--- config.mk ---
export PLATFORM = sky130hd
export DESIGN_NAME = serial_day_to_calendar_date
export DESIGN_NICKNAME = d
export VERILOG_FILES = /design/src/sdc_pkg.sv /design/src/sdc_ram.sv /design/src/serial_day_to_calendar_date.sv
export VERILOG_INCLUDE_DIRS = /design/src /design/src/src
export SDC_FILE = /design/constraint.sdc
export NUM_CORES = 2
export LEC_CHECK = 0
export BUFFER_PORTS_ARGS = -buffer_cell sky130_fd_sc_hd__buf_2
export CELL_PAD_IN_SITES_DETAIL_PLACEMENT = 0
export CELL_PAD_IN_SITES_GLOBAL_PLACEMENT = 1
export CORE_UTILIZATION = 54
export DETAILED_ROUTE_END_ITERATION = 10
export PLACE_DENSITY = 0.85
export REMOVE_ABC_BUFFERS = 1
export SLEW_MARGIN = 20
export SYNTH_ARGS = -nofsm -noshare
export SYNTH_HDL_FRONTEND = slang
export SYNTH_MEMORY_MAX_BITS = 65536
export SYNTH_SLANG_ARGS = --single-unit
--- constraint.sdc ---
create_clock -name clk -period 7 [get_ports clk]
set_input_delay 1.05 -clock clk [delete_from_list [all_inputs] [get_ports clk]]
set_output_delay 1.05 -clock clk [all_outputs]
set_load 0.02 [all_outputs]
--- src/serial_day_to_calendar_date_macros.svh ---
// assertion macros for the serial day to calendar date block
// used by serial_day_to_calendar_date.sv; expects clk and rst_n in scope
`ifndef SERIAL_DAY_TO_CALENDAR_DATE_MACROS_SVH
`define SERIAL_DAY_TO_CALENDAR_DATE_MACROS_SVH

// same-cycle implication, checked out of reset
`define SDC_ASSERT_NOW(lbl, ante, cons, msg) \
  lbl: assert property (@(posedge clk) disable iff (!rst_n) (ante) |-> (cons)) else $error(msg);

// next-cycle implication, checked out of reset
`define SDC_ASSERT_NEXT(lbl, ante, cons, msg) \
  lbl: assert property (@(posedge clk) disable iff (!rst_n) (ante) |=> (cons)) else $error(msg);

`endif

--- src/sdc_pkg.sv ---
// shared constants, types and the month start table for the date converter
// no dependencies; imported by serial_day_to_calendar_date
`timescale 1ns / 1ps

package sdc_pkg;

  // supported span of years
  localparam int NUM_YEARS = 256;
  localparam int BASE_YEAR = 1900;

  // field widths
  localparam int SERIAL_W = 17;
  localparam int YEAR_W   = 12;
  localparam int MONTH_W  = 4;
  localparam int DAY_W    = 5;
  localparam int DOY_W    = 9;

  // year table sizing
  localparam int IDX_W   = (NUM_YEARS > 1) ? $clog2(NUM_YEARS) : 1;
  localparam int STEP_W  = (IDX_W > 1) ? $clog2(IDX_W) : 1;
  localparam int START_W = $clog2(NUM_YEARS * 366 + 1);
  localparam int CMP_W   = (START_W > SERIAL_W) ? START_W : SERIAL_W;
  localparam int ENTRY_W = START_W + 1;

  localparam logic [IDX_W:0] NUM_YEARS_V = (IDX_W + 1)'(NUM_YEARS);
  localparam logic [IDX_W-1:0] LAST_IDX  = IDX_W'(NUM_YEARS - 1);

  // first year position in the 4, 100 and 400 year cycles
  localparam logic [1:0] MOD4_INIT   = 2'(BASE_YEAR % 4);
  localparam logic [6:0] MOD100_INIT = 7'(BASE_YEAR % 100);
  localparam logic [8:0] MOD400_INIT = 9'(BASE_YEAR % 400);

  // one year table entry: leap flag and first serial of the year
  typedef struct packed {
    logic               leap;
    logic [START_W-1:0] start;
  } year_entry_t;

  // zero-based first day of month k (0..11) within the year
  function automatic logic [DOY_W-1:0] month_start(input logic leap, input logic [3:0] k);
    logic [DOY_W-1:0] base;
    logic             adj;
    begin
      adj = leap && (k >= 4'd2);
      case (k)
        4'd0:    base = 9'd0;
        4'd1:    base = 9'd31;
        4'd2:    base = 9'd59;
        4'd3:    base = 9'd90;
        4'd4:    base = 9'd120;
        4'd5:    base = 9'd151;
        4'd6:    base = 9'd181;
        4'd7:    base = 9'd212;
        4'd8:    base = 9'd243;
        4'd9:    base = 9'd273;
        4'd10:   base = 9'd304;
        4'd11:   base = 9'd334;
        default: base = 9'd0;
      endcase
      month_start = base + DOY_W'(adj);
    end
  endfunction

endpackage

--- src/sdc_ram.sv ---
// generic single-port-write, single-port-read ram with registered read data
// no dependencies
`timescale 1ns / 1ps

module sdc_ram #(
  parameter int WIDTH = 8,
  parameter int DEPTH = 16
) (
  input  logic                                         clk,
  input  logic                                         we,
  input  logic [((DEPTH > 1) ? $clog2(DEPTH) : 1)-1:0] waddr,
  input  logic [WIDTH-1:0]                             wdata,
  input  logic [((DEPTH > 1) ? $clog2(DEPTH) : 1)-1:0] raddr,
  output logic [WIDTH-1:0]                             rdata
);

  logic [WIDTH-1:0] mem [DEPTH];

  // write port and registered read port
  always_ff @(posedge clk) begin
    if (we) begin
      mem[waddr] <= wdata;
    end
    rdata <= mem[raddr];
  end

endmodule

--- src/serial_day_to_calendar_date.sv ---
// Converts a day serial (days since 1 January of the first year, 1900) into the
// Gregorian year, month, day of month and zero-based day of year over 256 years.
// After reset the block fills its year-start memory, one entry per year, and
// accepts no word meanwhile. An in-range word then has its result registered
// after a binary search over the year-start memory, one memory read and one
// compare per bit of the year index (a request state and a compare state per
// bit, since the memory's read data is registered), then the month lookup in
// the done state; the next word can be accepted once the result is registered.
// A serial past the last year skips the search and gives a zero result with
// in_range low. A stalled output holds the finished word back. One word is
// in flight at a time; the result register lets the next word be accepted
// while a finished result still waits.
// Depends on sdc_pkg and sdc_ram.
`timescale 1ns / 1ps
`include "serial_day_to_calendar_date_macros.svh"

module serial_day_to_calendar_date
  import sdc_pkg::*;
(
  input  logic                clk,
  input  logic                rst_n,
  input  logic                in_valid,
  output logic                in_stall,
  input  logic [SERIAL_W-1:0] in_serial_day,
  output logic                out_valid,
  input  logic                out_stall,
  output logic [YEAR_W-1:0]   out_year,
  output logic [MONTH_W-1:0]  out_month,
  output logic [DAY_W-1:0]    out_day,
  output logic [DOY_W-1:0]    out_day_in_year,
  output logic                out_in_range
);

  localparam logic [2:0] ST_FILL = 3'd0;
  localparam logic [2:0] ST_IDLE = 3'd1;
  localparam logic [2:0] ST_REQ  = 3'd2;
  localparam logic [2:0] ST_CMP  = 3'd3;
  localparam logic [2:0] ST_DONE = 3'd4;

  logic [2:0]         state_r, state_nxt;

  // fill pass
  logic [IDX_W-1:0]   fill_cnt_r, fill_cnt_nxt;
  logic [START_W-1:0] fill_start_r, fill_start_nxt;
  logic [1:0]         mod4_r, mod4_nxt;
  logic [6:0]         mod100_r, mod100_nxt;
  logic [8:0]         mod400_r, mod400_nxt;
  logic               fill_leap;

  // search
  logic [CMP_W-1:0]   serial_r, serial_nxt;
  logic               oor_r, oor_nxt;
  logic [IDX_W-1:0]   acc_r, acc_nxt;
  logic [START_W-1:0] acc_start_r, acc_start_nxt;
  logic               acc_leap_r, acc_leap_nxt;
  logic [STEP_W-1:0]  step_r, step_nxt;
  logic [IDX_W-1:0]   probe;
  logic               probe_ok;
  year_entry_t        wr_entry;
  year_entry_t        rd_entry;
  logic [ENTRY_W-1:0] rd_data;

  // month lookup
  logic [DOY_W-1:0]   rem;
  logic [3:0]         month_idx;
  logic [DOY_W-1:0]   day_full;

  // result register
  logic               out_valid_r, out_valid_nxt;
  logic [YEAR_W-1:0]  out_year_r, out_year_nxt;
  logic [MONTH_W-1:0] out_month_r, out_month_nxt;
  logic [DAY_W-1:0]   out_day_r, out_day_nxt;
  logic [DOY_W-1:0]   out_doy_r, out_doy_nxt;
  logic               out_in_range_r, out_in_range_nxt;

  logic               in_acc;
  logic               out_free;

  assign in_acc   = in_valid && !in_stall;
  assign out_free = !out_valid_r || !out_stall;

  // leap rule from the running year position counters
  assign fill_leap = (mod4_r == 2'd0) && ((mod100_r != 7'd0) || (mod400_r == 9'd0));

  assign wr_entry.leap  = fill_leap;
  assign wr_entry.start = fill_start_r;

  // probe index for the current search bit
  assign probe    = acc_r | (IDX_W'(1) << step_r);
  assign probe_ok = ({1'b0, probe} < NUM_YEARS_V);
  assign rd_entry = year_entry_t'(rd_data);

  // year-start memory
  sdc_ram #(
    .WIDTH(ENTRY_W),
    .DEPTH(NUM_YEARS)
  ) u_year_ram (
    .clk  (clk),
    .we   (state_r == ST_FILL),
    .waddr(fill_cnt_r),
    .wdata(wr_entry),
    .raddr(probe),
    .rdata(rd_data)
  );

  // days into the year and month search over the start table
  always_comb begin
    rem       = serial_r[DOY_W-1:0] - acc_start_r[DOY_W-1:0];
    month_idx = 4'd12;
    for (int k = 11; k >= 1; k--) begin
      if (month_start(acc_leap_r, 4'(k)) > rem) begin
        month_idx = 4'(k);
      end
    end
    day_full = rem - month_start(acc_leap_r, month_idx - 4'd1) + DOY_W'(1);
  end

  // control and datapath next state
  always_comb begin
    state_nxt        = state_r;
    fill_cnt_nxt     = fill_cnt_r;
    fill_start_nxt   = fill_start_r;
    mod4_nxt         = mod4_r;
    mod100_nxt       = mod100_r;
    mod400_nxt       = mod400_r;
    serial_nxt       = serial_r;
    oor_nxt          = oor_r;
    acc_nxt          = acc_r;
    acc_start_nxt    = acc_start_r;
    acc_leap_nxt     = acc_leap_r;
    step_nxt         = step_r;
    out_valid_nxt    = out_valid_r && out_stall;
    out_year_nxt     = out_year_r;
    out_month_nxt    = out_month_r;
    out_day_nxt      = out_day_r;
    out_doy_nxt      = out_doy_r;
    out_in_range_nxt = out_in_range_r;
    case (state_r)
      ST_FILL: begin
        fill_start_nxt = fill_start_r + START_W'(365) + START_W'(fill_leap);
        mod4_nxt       = mod4_r + 2'd1;
        mod100_nxt     = (mod100_r == 7'd99) ? 7'd0 : mod100_r + 7'd1;
        mod400_nxt     = (mod400_r == 9'd399) ? 9'd0 : mod400_r + 9'd1;
        fill_cnt_nxt   = fill_cnt_r + IDX_W'(1);
        if (fill_cnt_r == LAST_IDX) begin
          state_nxt = ST_IDLE;
        end
      end
      ST_IDLE: begin
        if (in_acc) begin
          serial_nxt    = CMP_W'(in_serial_day);
          oor_nxt       = CMP_W'(in_serial_day) >= CMP_W'(fill_start_r);
          acc_nxt       = '0;
          acc_start_nxt = '0;
          acc_leap_nxt  = (MOD4_INIT == 2'd0) &&
                          ((MOD100_INIT != 7'd0) || (MOD400_INIT == 9'd0));
          step_nxt      = STEP_W'(IDX_W - 1);
          state_nxt     = oor_nxt ? ST_DONE : ST_REQ;
        end
      end
      ST_REQ: begin
        state_nxt = ST_CMP;
      end
      ST_CMP: begin
        if (probe_ok && (CMP_W'(rd_entry.start) <= serial_r)) begin
          acc_nxt       = probe;
          acc_start_nxt = rd_entry.start;
          acc_leap_nxt  = rd_entry.leap;
        end
        if (step_r == '0) begin
          state_nxt = ST_DONE;
        end else begin
          step_nxt  = step_r - STEP_W'(1);
          state_nxt = ST_REQ;
        end
      end
      ST_DONE: begin
        if (out_free) begin
          out_valid_nxt = 1'b1;
          if (oor_r) begin
            out_year_nxt     = '0;
            out_month_nxt    = '0;
            out_day_nxt      = '0;
            out_doy_nxt      = '0;
            out_in_range_nxt = 1'b0;
          end else begin
            out_year_nxt     = YEAR_W'(BASE_YEAR) + YEAR_W'(acc_r);
            out_month_nxt    = month_idx;
            out_day_nxt      = day_full[DAY_W-1:0];
            out_doy_nxt      = rem;
            out_in_range_nxt = 1'b1;
          end
          state_nxt = ST_IDLE;
        end
      end
      default: begin
        state_nxt = ST_IDLE;
      end
    endcase
  end

  // control registers
  always_ff @(posedge clk) begin
    if (!rst_n) begin
      state_r      <= ST_FILL;
      fill_cnt_r   <= '0;
      fill_start_r <= '0;
      mod4_r       <= MOD4_INIT;
      mod100_r     <= MOD100_INIT;
      mod400_r     <= MOD400_INIT;
      out_valid_r  <= 1'b0;
    end else begin
      state_r      <= state_nxt;
      fill_cnt_r   <= fill_cnt_nxt;
      fill_start_r <= fill_start_nxt;
      mod4_r       <= mod4_nxt;
      mod100_r     <= mod100_nxt;
      mod400_r     <= mod400_nxt;
      out_valid_r  <= out_valid_nxt;
    end
  end

  // payload registers
  always_ff @(posedge clk) begin
    serial_r       <= serial_nxt;
    oor_r          <= oor_nxt;
    acc_r          <= acc_nxt;
    acc_start_r    <= acc_start_nxt;
    acc_leap_r     <= acc_leap_nxt;
    step_r         <= step_nxt;
    out_year_r     <= out_year_nxt;
    out_month_r    <= out_month_nxt;
    out_day_r      <= out_day_nxt;
    out_doy_r      <= out_doy_nxt;
    out_in_range_r <= out_in_range_nxt;
  end

  assign in_stall        = (state_r != ST_IDLE);
  assign out_valid       = out_valid_r;
  assign out_year        = out_year_r;
  assign out_month       = out_month_r;
  assign out_day         = out_day_r;
  assign out_day_in_year = out_doy_r;
  assign out_in_range    = out_in_range_r;

  // checks
  `SDC_ASSERT_NOW(a_oor_zero, out_valid && !out_in_range,
    (out_year == '0) && (out_month == '0) && (out_day == '0) && (out_day_in_year == '0),
    "out of range word with nonzero fields")
  `SDC_ASSERT_NOW(a_date_sane, out_valid && out_in_range,
    (out_month >= 4'd1) && (out_month <= 4'd12) && (out_day >= 5'd1) &&
    (out_day_in_year <= 9'd365),
    "in range word with bad month, day or day of year")
  `SDC_ASSERT_NEXT(a_one_in_flight, in_valid && !in_stall, in_stall,
    "second word accepted while one is in flight")

endmodule
==> results.json <==
{
  "first_iter_violations": 16000,
  "area_growth_pct": 11.5,
  "vdd_drop_max_uv": 260,
  "synth_cells": 12000,
  "fmax_mhz": 155,
  "status": "completed",
  "hold_viol": 0,
  "grt_max_degree": 201,
  "cp_num_buf_inv": 7,
  "grt.overflow.total": 0,
  "synthSimpleGateAreaFrac_pct": 10.2,
  "ys_seq_elements": 4743,
  "grt_pass1_vias": 105000,
  "post_cts_buffers": 0,
  "crit_start": "serial_r[0]",
  "num_rows": 214,
  "htree_levels": 5,
  "slowest_stage": "fa_1",
  "cts.sinks": 4743,
  "drt_wl_total_um": 505000,
  "power.share.clock_pct": 39.9,
  "detail-route-antenna-nets": 0,
  "place_hpwl_um": 289000,
  "r2r_start": "serial_r[0]",
  "synth_mux_area_share_pct": 5.80,
  "ys_async_sr_fraction_pct": 0,
  "drive_above_1_share_pct": 13.1,
  "power_switching_uw": 12700,
  "dieArea_mm2": 0.345,
  "clk_latency_ps": 1040,
  "utilization_pct": 60.6,
  "finalSetupViolations": 0,
  "arrival_ps": 7220,
  "ys.warnings.count": 0,
  "timing.final.crit_share_pct": 92.2,
  "relSlewSlack_pct": 19.9,
  "power.internal_uw": 46000,
  "grt_antenna_before_repair": 28,
  "gp_congestion": 0.876,
  "final_cell_mix": "edfxtp_1 (4678), nand2_1 (2678), nand3_1 (900), clkbuf_16 (455), a31oi_1 (397)",
  "seq_area_frac_synth_pct": 76.6,
  "routedWlPerCell_um": 29.6,
  "critical_path_required_ps": 7760,
  "cts_root_buf": "clkbuf_16",
  "worst_pin_slew_ps": 1200,
  "cp-start-kind": "flip-flop",
  "fp.coreArea_mm2": 0.341,
  "cts-resized-gates": 0,
  "cp_max_fo": 8,
  "die_y_um": 588,
  "holdCritPathClass": "primary input to flip-flop",
  "synth_top_family_by_area": "simple AND/OR/NAND/NOR gates",
  "firstDrtPassIters": 8,
  "r2r_end": "out_day[4]",
  "cts.hold.buffers_added": 0,
  "numCtsBuffers": 452,
  "swShare_pct": 21.7,
  "drc": 0,
  "cts_tree": "done",
  "critPathMaxStageDelay_ps": 450,
  "ys_types": 79,
  "grt_first_pass_wirelength_um": 722000,
  "route.vias.total": 110000,
  "viasPerCell": 6.46,
  "rsz0062_at_grt": "false",
  "initial_core_util_pct": 54.4,
  "crit_end": "out_day[4]",
  "reg2reg_slack_ps": 550,
  "nFillCells": 24000,
  "hold_slack_ps": 303,
  "synth-adder-area-share_pct": 0.580,
  "maxCapViolCount": 0,
  "fin_nets": 12200,
  "synth.avg_cell_area_um2": 15.5,
  "worstRegToRegCells": 31,
  "path_clk_slew_ps": 60,
  "final_area_mm2": 0.206,
  "netlist_area_mm2": 0.185,
  "synthFlopType": "edfxtp_1",
  "critical-path-top-delay-family": "adder cells",
  "combPwrFrac_pct": 3.6,
  "p_total_uw": 58700,
  "synth-compound-area-share_pct": 4.66,
  "synth_edf_count": 4678,
  "p_leak_uw": 0.0683,
  "portBuffers": 53,
  "path_class": "flip-flop to flip-flop",
  "ios": 54,
  "dp_slack_ps": 587,
  "skew_ps": 97.1,
  "final_common_cell": "edfxtp_1",
  "min_period_ps": 6450,
  "p_per_area_mw_per_mm2": 284,
  "clock_path_buffers": 4,
  "worst-path-stages": 31,
  "worst_setup_path_end_kind": "flip-flop",
  "track_usage_pct": 28.6,
  "die_w_um": 588,
  "slew_violations": 0,
  "power.share.sequential_pct": 56.5,
  "setup_ws_ps": 548,
  "placed_cell_area_mm2": 0.192,
  "synthXorXnorAreaFrac_pct": 0.203
}
## flip-flops by register name (all words and copies together) (netlist names), 2 cells and up
signal,cells
acc_r,8
acc_start_r,9
fill_cnt_r,8
fill_start_r,17
mod100_r,7
mod400_r,9
mod4_r,2
out_day,5
out_day_in_year,9
out_month,4
out_year,12
serial_r,17
state_r,3
step_r,3
u_year_ram.mem,4608
u_year_ram.rdata,18
## metal layers
layer / GRT usage, % / vias to the layer above / routed length (µm)
met3: 5.98 / 1174 / 59200
met2: 44.2 / 7214 / 234000
li1: - / 46200 / -
met5: 0 / - / 172
met4: 14.2 / 26 / 26900
met1: 39.0 / 55500 / 185000
## per-stage QoR
step,setup TNS (ps),instances
after floorplan,-540350,11200
after global placement,0,16200
after detailed placement,0,16200
after CTS,0,17000
after global routing,0,17000
final,0,17000
## how the worst min path moves through the flow
stage / cells after the start / to / slack (ps) / start
after floorplan: 2 / mod4_r[1] / 440 / mod4_r[1]
after global placement: 2 / mod4_r[1] / 450 / mod4_r[1]
after detailed placement: 2 / mod4_r[1] / 470 / mod4_r[1]
after CTS: 1 / serial_r[14] / 280 / in_serial_day[14]
after global routing: 1 / serial_r[15] / 300 / in_serial_day[15]
final: 1 / serial_r[14] / 300 / in_serial_day[14]
## power by group through the flow
stage / combinational, µW / sequential (µW) / clock (µW)
floorplan: 214 / 34600 / 0
global placement: 1940 / 33700 / 0
detailed placement: 2080 / 33700 / 0
CTS: 2080 / 33100 / 23600
global route: 2220 / 33200 / 24600
finish: 2120 / 33200 / 23400
## cells by family (layout without fill, tap and decap cells)
kind of cell	Yosys count	in the layout
flip-flops	4743	4743
AND/OR/NAND/NOR	4391	4391
AO/OA/AOI/OAI	1221	1221
buffers and inverters	845	1360
multiplexers	641	641
adder cells (fa/ha/maj)	84	84
XOR/XNOR	43	43
other	0	25
## synth_stat cells, drive strengths merged (214+ instances only)
library cell	count	area, µm²
nor2	328	1240
buf	282	1570
nand3	901	4510
clkbuf	477	1800
o21ai	214	1070
nand4	301	1880
edfxtp	4678	140000
mux2i	295	2950
a31oi	397	2480
mux4	346	7790
a32oi	250	2190
nand2	2689	10100
## area by class of cell
class | instances | area [µm²] | share of cell area (%)
Multi-Input combinational cell | 6380 | 40600 | 19.6
Antenna cell | 25 | 62.6 | 0.0303
Clock inverter | 245 | 2150 | 1.04
Clock buffer | 584 | 12000 | 5.81
Timing Repair Buffer | 445 | 3800 | 1.84
Tap cell | 4536 | 5680 | 2.75
Inverter | 86 | 332 | 0.161
Sequential cell | 4743 | 142000 | 68.7
(Power assumes the default switching activity.)
